==> config.mk <==
export PLATFORM = sky130hd
export DESIGN_NAME = nearest_four_toroidal_select_core
export DESIGN_NICKNAME = d
export VERILOG_FILES = /design/src/nfts_pkg.sv /design/src/nfts_cfg.sv /design/src/nfts_axis.sv /design/src/nfts_dist.sv /design/src/nfts_list.sv /design/src/nearest_four_toroidal_select_core.sv
export SDC_FILE = /design/constraint.sdc
export NUM_CORES = 2
export LEC_CHECK = 0
export BUFFER_PORTS_ARGS = -buffer_cell sky130_fd_sc_hd__buf_4
export CORE_ASPECT_RATIO = 1.75
export CORE_UTILIZATION = 45
export DETAILED_ROUTE_END_ITERATION = 6
export SLEW_MARGIN = 10
export SYNTH_ARGS = -nofsm -noshare
export SYNTH_HDL_FRONTEND = slang
export SYNTH_HIERARCHICAL = 1
export SYNTH_SLANG_ARGS = --single-unit
==> constraint.sdc <==
create_clock -name i_clk -period 8.9 [get_ports i_clk]
set_clock_uncertainty 0.2 [all_clocks]
set_input_delay 0.89 -clock i_clk [delete_from_list [all_inputs] [get_ports i_clk]]
set_output_delay 0.89 -clock i_clk [all_outputs]
set_load 0.005 [all_outputs]
==> src/nfts_pkg.sv <==
// ----------------------------------------------------------------------------
// Nearest four toroidal select package
// Shared types and fixed constants of the nearest-four selection block.
// ----------------------------------------------------------------------------
package nfts_pkg;

    localparam int unsigned SLOT_COUNT = 4;
    localparam int unsigned COUNT_BITS = 3;
    localparam int unsigned FIELD_WIDTH_RST = 12800;
    localparam int unsigned FIELD_HEIGHT_RST = 9600;
    localparam int unsigned APB_DATA_BITS = 32;
    localparam int unsigned APB_ADDR_BITS = 3;

    typedef enum logic {
        REG_FIELD_WIDTH  = 1'b0,
        REG_FIELD_HEIGHT = 1'b1
    } t_reg_idx;

    typedef struct packed {
        logic valid;
        logic last;
    } t_stage_ctl;

endpackage

==> src/nfts_cfg.sv <==
// ----------------------------------------------------------------------------
// Configuration registers
// APB-style register file holding the wrap width and height of the field.
// ----------------------------------------------------------------------------
module nfts_cfg
    import nfts_pkg::*;
#(
    parameter int unsigned COORD_BITS
) (
    input  logic                      i_clk,
    input  logic                      i_rst_n,
    input  logic                      psel,
    input  logic                      penable,
    input  logic                      pwrite,
    input  logic [APB_ADDR_BITS-1:0]  paddr,
    input  logic [APB_DATA_BITS-1:0]  pwdata,
    output logic [APB_DATA_BITS-1:0]  prdata,
    output logic                      pready,
    output logic [COORD_BITS-1:0]     o_field_width,
    output logic [COORD_BITS-1:0]     o_field_height
);

    logic [COORD_BITS-1:0] r_field_width;
    logic [COORD_BITS-1:0] r_field_height;
    logic [COORD_BITS-1:0] rd_value;
    t_reg_idx              reg_idx;
    logic                  wr_en;

    assign pready  = 1'b1;
    assign reg_idx = t_reg_idx'(paddr[2]);
    assign wr_en   = psel && penable && pwrite;

    always_ff @(posedge i_clk) begin
        if (!i_rst_n) begin
            r_field_width  <= COORD_BITS'(FIELD_WIDTH_RST);
            r_field_height <= COORD_BITS'(FIELD_HEIGHT_RST);
        end else if (wr_en) begin
            unique case (reg_idx)
                REG_FIELD_WIDTH: begin
                    r_field_width <= pwdata[COORD_BITS-1:0];
                end
                REG_FIELD_HEIGHT: begin
                    r_field_height <= pwdata[COORD_BITS-1:0];
                end
                default: begin
                end
            endcase
        end
    end

    always_comb begin
        unique case (reg_idx)
            REG_FIELD_WIDTH:  rd_value = r_field_width;
            REG_FIELD_HEIGHT: rd_value = r_field_height;
            default:          rd_value = '0;
        endcase
    end

    assign prdata         = {{(APB_DATA_BITS-COORD_BITS){1'b0}}, rd_value};
    assign o_field_width  = r_field_width;
    assign o_field_height = r_field_height;

endmodule

==> src/nfts_axis.sv <==
// ----------------------------------------------------------------------------
// Wrap-around axis offset
// Symmetric toroidal offset between two coordinates on one axis.
// ----------------------------------------------------------------------------
module nfts_axis #(
    parameter int unsigned COORD_BITS
) (
    input  logic [COORD_BITS-1:0] i_a,
    input  logic [COORD_BITS-1:0] i_b,
    input  logic [COORD_BITS-1:0] i_size,
    output logic [COORD_BITS-1:0] o_offset
);

    logic [COORD_BITS-1:0] direct;
    logic [COORD_BITS-1:0] wrapped;

    always_comb begin
        direct   = (i_a >= i_b) ? (i_a - i_b) : (i_b - i_a);
        wrapped  = i_size - direct;
        // The wrap only applies when the direct offset lies inside the field.
        o_offset = ((direct < i_size) && (wrapped < direct)) ? wrapped : direct;
    end

endmodule

==> src/nfts_dist.sv <==
// ----------------------------------------------------------------------------
// Distance pipeline
// Input register, wrapped axis offsets and registered squares per beat.
// ----------------------------------------------------------------------------
module nfts_dist
    import nfts_pkg::*;
#(
    parameter int unsigned ID_BITS,
    parameter int unsigned COORD_BITS
) (
    input  logic                      i_clk,
    input  logic                      i_rst_n,
    input  logic                      i_in_valid,
    output logic                      o_in_stall,
    input  logic [ID_BITS-1:0]        i_object_id,
    input  logic [COORD_BITS-1:0]     i_object_x,
    input  logic [COORD_BITS-1:0]     i_object_y,
    input  logic [COORD_BITS-1:0]     i_ref_x,
    input  logic [COORD_BITS-1:0]     i_ref_y,
    input  logic                      i_scan_end,
    input  logic [COORD_BITS-1:0]     i_field_width,
    input  logic [COORD_BITS-1:0]     i_field_height,
    input  logic                      i_take,
    output t_stage_ctl                o_ctl,
    output logic [ID_BITS-1:0]        o_ident,
    output logic [2*COORD_BITS-1:0]   o_sq_x,
    output logic [2*COORD_BITS-1:0]   o_sq_y
);

    localparam int unsigned SQ_BITS = 2 * COORD_BITS;

    t_stage_ctl              r_s1_ctl;
    logic [ID_BITS-1:0]      r_s1_id;
    logic [COORD_BITS-1:0]   r_s1_ox;
    logic [COORD_BITS-1:0]   r_s1_oy;
    logic [COORD_BITS-1:0]   r_s1_rx;
    logic [COORD_BITS-1:0]   r_s1_ry;

    t_stage_ctl              r_s2_ctl;
    logic [ID_BITS-1:0]      r_s2_id;
    logic [COORD_BITS-1:0]   r_s2_dx;
    logic [COORD_BITS-1:0]   r_s2_dy;

    t_stage_ctl              r_s3_ctl;
    logic [ID_BITS-1:0]      r_s3_id;
    logic [SQ_BITS-1:0]      r_s3_sqx;
    logic [SQ_BITS-1:0]      r_s3_sqy;

    logic [COORD_BITS-1:0]   off_x;
    logic [COORD_BITS-1:0]   off_y;
    logic                    adv1;
    logic                    adv2;
    logic                    adv3;

    assign adv3       = !r_s3_ctl.valid || i_take;
    assign adv2       = !r_s2_ctl.valid || adv3;
    assign adv1       = !r_s1_ctl.valid || adv2;
    assign o_in_stall = !adv1;

    nfts_axis #(.COORD_BITS(COORD_BITS)) u_axis_x (
        .i_a      (r_s1_ox),
        .i_b      (r_s1_rx),
        .i_size   (i_field_width),
        .o_offset (off_x)
    );

    nfts_axis #(.COORD_BITS(COORD_BITS)) u_axis_y (
        .i_a      (r_s1_oy),
        .i_b      (r_s1_ry),
        .i_size   (i_field_height),
        .o_offset (off_y)
    );

    always_ff @(posedge i_clk) begin
        if (!i_rst_n) begin
            r_s1_ctl <= '0;
            r_s2_ctl <= '0;
            r_s3_ctl <= '0;
        end else begin
            if (adv1) begin
                r_s1_ctl.valid <= i_in_valid;
                r_s1_ctl.last  <= i_scan_end;
            end
            if (adv2) begin
                r_s2_ctl <= r_s1_ctl;
            end
            if (adv3) begin
                r_s3_ctl <= r_s2_ctl;
            end
        end
    end

    always_ff @(posedge i_clk) begin
        if (adv1) begin
            r_s1_id <= i_object_id;
            r_s1_ox <= i_object_x;
            r_s1_oy <= i_object_y;
            r_s1_rx <= i_ref_x;
            r_s1_ry <= i_ref_y;
        end
        if (adv2) begin
            r_s2_id <= r_s1_id;
            r_s2_dx <= off_x;
            r_s2_dy <= off_y;
        end
        if (adv3) begin
            r_s3_id  <= r_s2_id;
            r_s3_sqx <= SQ_BITS'(r_s2_dx) * SQ_BITS'(r_s2_dx);
            r_s3_sqy <= SQ_BITS'(r_s2_dy) * SQ_BITS'(r_s2_dy);
        end
    end

    assign o_ctl   = r_s3_ctl;
    assign o_ident = r_s3_id;
    assign o_sq_x  = r_s3_sqx;
    assign o_sq_y  = r_s3_sqy;

endmodule

==> src/nfts_list.sv <==
// ----------------------------------------------------------------------------
// Nearest list and result register
// Sorted four-slot list with shift-insert update and the result register.
// ----------------------------------------------------------------------------
module nfts_list
    import nfts_pkg::*;
#(
    parameter int unsigned ID_BITS,
    parameter int unsigned COORD_BITS
) (
    input  logic                                  i_clk,
    input  logic                                  i_rst_n,
    input  t_stage_ctl                            i_ctl,
    input  logic [ID_BITS-1:0]                    i_ident,
    input  logic [2*COORD_BITS-1:0]               i_sq_x,
    input  logic [2*COORD_BITS-1:0]               i_sq_y,
    output logic                                  o_take,
    output logic                                  o_out_valid,
    input  logic                                  i_out_stall,
    output logic [SLOT_COUNT-1:0][ID_BITS-1:0]    o_ident,
    output logic [COUNT_BITS-1:0]                 o_found_count
);

    localparam int unsigned DIST_BITS = 2 * COORD_BITS + 1;

    logic [SLOT_COUNT-1:0][DIST_BITS-1:0]  r_dist;
    logic [SLOT_COUNT-1:0][ID_BITS-1:0]    r_id;
    logic [SLOT_COUNT-1:0]                 r_valid;
    logic [SLOT_COUNT-1:0][DIST_BITS-1:0]  n_dist;
    logic [SLOT_COUNT-1:0][ID_BITS-1:0]    n_id;
    logic [SLOT_COUNT-1:0]                 n_valid;

    logic                                  r_out_valid;
    logic [SLOT_COUNT-1:0][ID_BITS-1:0]    r_out_id;
    logic [COUNT_BITS-1:0]                 r_out_count;

    logic [DIST_BITS-1:0]                  cand_dist;
    logic [SLOT_COUNT-1:0]                 lt;
    logic                                  fire;
    logic                                  fire_last;

    assign cand_dist = DIST_BITS'(i_sq_x) + DIST_BITS'(i_sq_y);
    assign o_take    = !(i_ctl.last && r_out_valid && i_out_stall);
    assign fire      = i_ctl.valid && o_take;
    assign fire_last = fire && i_ctl.last;

    always_comb begin
        for (int k = 0; k < SLOT_COUNT; k++) begin
            lt[k] = !r_valid[k] || (cand_dist < r_dist[k]);
        end
        // The list is sorted, so lt is false over a prefix and true after it.
        if (lt[0]) begin
            n_dist[0]  = cand_dist;
            n_id[0]    = i_ident;
            n_valid[0] = 1'b1;
        end else begin
            n_dist[0]  = r_dist[0];
            n_id[0]    = r_id[0];
            n_valid[0] = r_valid[0];
        end
        for (int k = 1; k < SLOT_COUNT; k++) begin
            if (lt[k-1]) begin
                n_dist[k]  = r_dist[k-1];
                n_id[k]    = r_id[k-1];
                n_valid[k] = r_valid[k-1];
            end else if (lt[k]) begin
                n_dist[k]  = cand_dist;
                n_id[k]    = i_ident;
                n_valid[k] = 1'b1;
            end else begin
                n_dist[k]  = r_dist[k];
                n_id[k]    = r_id[k];
                n_valid[k] = r_valid[k];
            end
        end
    end

    always_ff @(posedge i_clk) begin
        if (!i_rst_n) begin
            r_valid     <= '0;
            r_out_valid <= 1'b0;
        end else begin
            if (fire) begin
                r_valid <= fire_last ? '0 : n_valid;
            end
            if (fire_last) begin
                r_out_valid <= 1'b1;
            end else if (!i_out_stall) begin
                r_out_valid <= 1'b0;
            end
        end
    end

    always_ff @(posedge i_clk) begin
        if (fire) begin
            r_dist <= n_dist;
            r_id   <= n_id;
        end
        if (fire_last) begin
            for (int k = 0; k < SLOT_COUNT; k++) begin
                r_out_id[k] <= n_valid[k] ? n_id[k] : '0;
            end
            r_out_count <= COUNT_BITS'($countones(n_valid));
        end
    end

    assign o_out_valid   = r_out_valid;
    assign o_ident       = r_out_id;
    assign o_found_count = r_out_count;

`ifndef SYNTHESIS
    a_valid_prefix: assert property (@(posedge i_clk) disable iff (!i_rst_n)
        (!r_valid[1] || r_valid[0]) && (!r_valid[2] || r_valid[1]) &&
        (!r_valid[3] || r_valid[2]))
        else $error("Slot valid bits are not a prefix.");

    a_sorted: assert property (@(posedge i_clk) disable iff (!i_rst_n)
        (!r_valid[1] || (r_dist[0] <= r_dist[1])) &&
        (!r_valid[2] || (r_dist[1] <= r_dist[2])) &&
        (!r_valid[3] || (r_dist[2] <= r_dist[3])))
        else $error("Nearest list is out of order.");

    a_clear_on_end: assert property (@(posedge i_clk) disable iff (!i_rst_n)
        fire_last |=> (r_valid == '0) && r_out_valid)
        else $error("List not cleared or result missing after scan end.");

    a_count_range: assert property (@(posedge i_clk) disable iff (!i_rst_n)
        r_out_valid |-> (r_out_count <= COUNT_BITS'(SLOT_COUNT)))
        else $error("Found count exceeds the slot count.");
`endif

endmodule

==> src/nearest_four_toroidal_select_core.sv <==
// A result beat is valid once the accepted scan_end beat has updated the list.
// Throughput: one input beat per cycle; a stalled result holds the pipeline once
// the next scan_end beat reaches the list.
// The pipeline is input register, offset register, square register, then list update.
// Reset (i_rst_n low, synchronous) empties the list and the pipeline.
// Reset loads the field width with 12800 and the field height with 9600.
// ----------------------------------------------------------------------------
// Nearest four toroidal select core
// Streams candidate objects and reports up to four nearest on a wrapped field.
// ----------------------------------------------------------------------------
module nearest_four_toroidal_select_core
    import nfts_pkg::*;
#(
    parameter int unsigned ID_BITS    = 8,
    parameter int unsigned COORD_BITS = 16
) (
    input  logic                      i_clk,
    input  logic                      i_rst_n,
    input  logic                      psel,
    input  logic                      penable,
    input  logic                      pwrite,
    input  logic [APB_ADDR_BITS-1:0]  paddr,
    input  logic [APB_DATA_BITS-1:0]  pwdata,
    output logic [APB_DATA_BITS-1:0]  prdata,
    output logic                      pready,
    input  logic                      i_in_valid,
    output logic                      o_in_stall,
    input  logic [ID_BITS-1:0]        i_object_id,
    input  logic [COORD_BITS-1:0]     i_object_x,
    input  logic [COORD_BITS-1:0]     i_object_y,
    input  logic [COORD_BITS-1:0]     i_ref_x,
    input  logic [COORD_BITS-1:0]     i_ref_y,
    input  logic                      i_scan_end,
    output logic                      o_out_valid,
    input  logic                      i_out_stall,
    output logic [ID_BITS-1:0]        o_nearest_first,
    output logic [ID_BITS-1:0]        o_nearest_second,
    output logic [ID_BITS-1:0]        o_nearest_third,
    output logic [ID_BITS-1:0]        o_nearest_fourth,
    output logic [COUNT_BITS-1:0]     o_found_count
);

    logic [COORD_BITS-1:0]               field_width;
    logic [COORD_BITS-1:0]               field_height;
    t_stage_ctl                          list_ctl;
    logic [ID_BITS-1:0]                  list_ident;
    logic [2*COORD_BITS-1:0]             list_sq_x;
    logic [2*COORD_BITS-1:0]             list_sq_y;
    logic                                list_take;
    logic [SLOT_COUNT-1:0][ID_BITS-1:0]  out_ident;

    nfts_cfg #(.COORD_BITS(COORD_BITS)) u_cfg (
        .i_clk          (i_clk),
        .i_rst_n        (i_rst_n),
        .psel           (psel),
        .penable        (penable),
        .pwrite         (pwrite),
        .paddr          (paddr),
        .pwdata         (pwdata),
        .prdata         (prdata),
        .pready         (pready),
        .o_field_width  (field_width),
        .o_field_height (field_height)
    );

    nfts_dist #(.ID_BITS(ID_BITS), .COORD_BITS(COORD_BITS)) u_dist (
        .i_clk          (i_clk),
        .i_rst_n        (i_rst_n),
        .i_in_valid     (i_in_valid),
        .o_in_stall     (o_in_stall),
        .i_object_id    (i_object_id),
        .i_object_x     (i_object_x),
        .i_object_y     (i_object_y),
        .i_ref_x        (i_ref_x),
        .i_ref_y        (i_ref_y),
        .i_scan_end     (i_scan_end),
        .i_field_width  (field_width),
        .i_field_height (field_height),
        .i_take         (list_take),
        .o_ctl          (list_ctl),
        .o_ident        (list_ident),
        .o_sq_x         (list_sq_x),
        .o_sq_y         (list_sq_y)
    );

    nfts_list #(.ID_BITS(ID_BITS), .COORD_BITS(COORD_BITS)) u_list (
        .i_clk          (i_clk),
        .i_rst_n        (i_rst_n),
        .i_ctl          (list_ctl),
        .i_ident        (list_ident),
        .i_sq_x         (list_sq_x),
        .i_sq_y         (list_sq_y),
        .o_take         (list_take),
        .o_out_valid    (o_out_valid),
        .i_out_stall    (i_out_stall),
        .o_ident        (out_ident),
        .o_found_count  (o_found_count)
    );

    assign o_nearest_first  = out_ident[0];
    assign o_nearest_second = out_ident[1];
    assign o_nearest_third  = out_ident[2];
    assign o_nearest_fourth = out_ident[3];

endmodule
==> metrics <==
register area=12300 sq um; drt first pass iters=5; Crit Path Max Fanout=15; CTS tree=yes; pin count of the biggest net entering global routing=65; top-area cell type share of the netlist area=27.3%; critical path type=reg2reg; Synth-to-Final Area Change=8.74%; Critical Path Slowest Stage Cell=ha_1; synthesized flop and latch total=424; status=finished clean; post-CTS resize count=0; # setup viols final=0; Initial Utilization=between 40 and 50%; Core Footprint=92100 sq um; Main synth FF type=edfxtp_1; Setup TNS Final=0 ns; vias in the first global route=31300; post-route minimum period=7.94 ns; required time of the worst setup path=between 9 and 10 ns; sequential share of the synthesized area=29.3%; crit end category=flip-flop; total grt overflow=0; Synth cell types=116; biggest cell delay along the critical path=0.57 ns; Synth Instances=roughly 4200; die height=406 um; number of port buffers=~150; CTS root buffer=clkbuf_16; number of synthesized flops with an enable pin=around 380; Critical Path Source Type=flip-flop; Worst-Margin Slew=1.10 ns; drt drc=0; syn_area_per_cell=9.91 sq um; via count=29600; first-pass GRT wire length=roughly 160000 um; Final Max Slew Viols=0; data arrival time of the critical path=8.09 ns; Via density=5.33; gpl congestion=around 0.90; nets=~5300; clk buf depth=3; PnR worst setup slack=approximately 0.96 ns; gr usage total=about a fifth; Max Clk Rate=126 MHz; row cnt=147; final period utilization=89.3%; Worst-Skew Late Latency=0.62 ns; Post-Route WL=97400 um; Ant. Diodes=0; final hold violation count=0; synth top area cells=edfxtp_1, fa_1, ha_1; CP dominant cell by count=a21o_1; Die X=around 230 um; Iteration-0 DRC Markers=between 1000 and 1500; share of layout cells above drive strength 1=9.34%; hold buffers post-CTS=0; multi-input combinational cell area=26200 sq um; crit-path leading delay family=compound AO/OA/AOI/OAI gates; Die ar.=94500 sq um; IO Pins=~190; fin util=49.5%; H-Tree Depth=2; Final HPWL DP=79300 um; Crit path buffers/inverters=0; buffer count from post-CTS setup fixing=0; clock transition at the registers of the reported paths=0.06 ns; synth warn=6; number of buffers created by CTS=45; relative slew slack=26.5%; antenna violations before repair=0; antenna-violating nets left=0; Clock Sinks=about 420; RSZ-0062 raised after global routing=no; maxcap violations=0; pre-CTS setup slack=1.05 ns; asr flop ratio synth=0%; min-delay worst type=reg2reg; post-synth top area cell=edfxtp_1; minimum hold slack=0.218 ns; Avg WL per Cell=17.5 um; Fillers=8624; Syn Std Cell Area=42000 sq um
area by class of cell:
type | count | share of cell area, %
clock buffer | 56 | 2.59
timing repair buffer | 177 | 2.91
tap | 1192 | 3.27
clock inverter | 28 | 0.603
sequential | 424 | 27.0
multi-input combinational | 2903 | 57.3
inverter | 771 | 6.34
per-layer routing:
| metal | share of wire [%] | GRT usage, % | up-vias |
|---|---|---|---|
| met1 | 35 | 20.2 | 14400 |
| li1 | - | - | 14500 |
| met2 | 58 | 43.3 | 522 |
| met3 | 2.3 | 1.93 | 215 |
| met4 | 5.1 | 10.2 | 0 |
| met5 | 0 | 0 | - |
Yosys cell counts, drive strengths merged (50+ instances only):
master,n
a21o,127
o21ai,197
inv,771
fa,334
clkbuf,99
edfxtp,381
xnor2,90
mux2,87
nand3,50
ha,481
nor2,153
and2,96
xor2,60
nand2,380
a21oi,207
nor2b,54
buf,53
mux2i,91
worst paths after layout:
path / slack (ns) / to / startpoint / cells after the start
max: 0.96 / u_dist/r_s2_dx[15]$_DFFE_PP_ / u_dist/r_s1_rx[2]$_DFFE_PN_ / 28
min: 0.22 / u_dist/r_s2_id[6]$_DFFE_PP_ / u_dist/r_s1_id[6]$_DFFE_PN_ / 0
max reg2reg: 0.96 / u_dist/r_s2_dx[15]$_DFFE_PP_ / u_dist/r_s1_rx[2]$_DFFE_PN_ / 28
min reg2reg: 0.22 / u_dist/r_s2_id[6]$_DFFE_PP_ / u_dist/r_s1_id[6]$_DFFE_PN_ / 0
layout by cell type (no fill, tap or decap), types with 19 or more instances in the layout:
| cell type | synthesis | layout |
|---|---|---|
| inv_1 | 771 | 770 |
| ha_1 | 481 | 481 |
| edfxtp_1 | 381 | 381 |
| nand2_1 | 378 | 376 |
| fa_1 | 334 | 334 |
| a21oi_1 | 201 | 198 |
| o21ai_0 | 184 | 184 |
| buf_4 | 22 | 177 |
| nor2_1 | 151 | 151 |
| a21o_1 | 126 | 126 |
| and2_1 | 95 | 95 |
| mux2i_1 | 91 | 91 |
| xnor2_1 | 90 | 90 |
| mux2_2 | 81 | 81 |
| xor2_1 | 60 | 60 |
| nor2b_1 | 54 | 54 |
| nand3_1 | 48 | 47 |
| clkbuf_16 | 0 | 45 |
| dfxtp_1 | 43 | 43 |
| nand4_1 | 43 | 43 |
| nor3_1 | 34 | 34 |
| nand2b_1 | 28 | 28 |
| o21a_1 | 27 | 26 |
| a211oi_1 | 23 | 23 |
| conb_1 | 4 | 20 |
| o21bai_1 | 20 | 20 |
| o211ai_1 | 19 | 19 |
| and3_1 | 19 | 19 |
per-stage QoR:
step | cells | instance area, sq um
6_report | 5551 | 45600
3_5_place_dp | 5467 | 44200
5_1_grt | 5551 | 45600
4_1_cts | 5551 | 45600
3_3_place_gp | 5467 | 44200
2_1_floorplan | 4250 | 42000
cell families (layout without fill, tap and decap cells):
group,Yosys count,after routing,share of synthesized area [%]
fa+ha+maj,821,821,30.4
other cells,4,20,0.0358
compound gates,806,806,12.9
buf+inv,923,1032,8.67
simple gates,923,923,10.7
flops,424,424,29.3
xor+xnor,155,155,3.40
mux,178,178,4.51
registers in the layout (all words and copies together), names as in the netlist, 4 cells and up:
name,count
u_dist/r_s1_ox,16
u_dist/o_sq_x,31
u_dist/o_sq_y,31
u_list/o_ident,32
u_list/r_valid,4
u_dist/r_s1_rx,16
u_dist/r_s2_dx,16
u_list/r_id,32
u_dist/r_s2_dy,16
u_dist/r_s1_id,8
u_list/r_dist,132
u_dist/r_s1_ry,16
u_dist/r_s1_oy,16
u_cfg/o_field_width,16
u_dist/r_s2_id,8
u_dist/o_ident,8
u_cfg/o_field_height,16
Power is left out: the tool's default activity adds up to more than one toggle a clock period on the data nets, which glitch-free logic cannot reach.
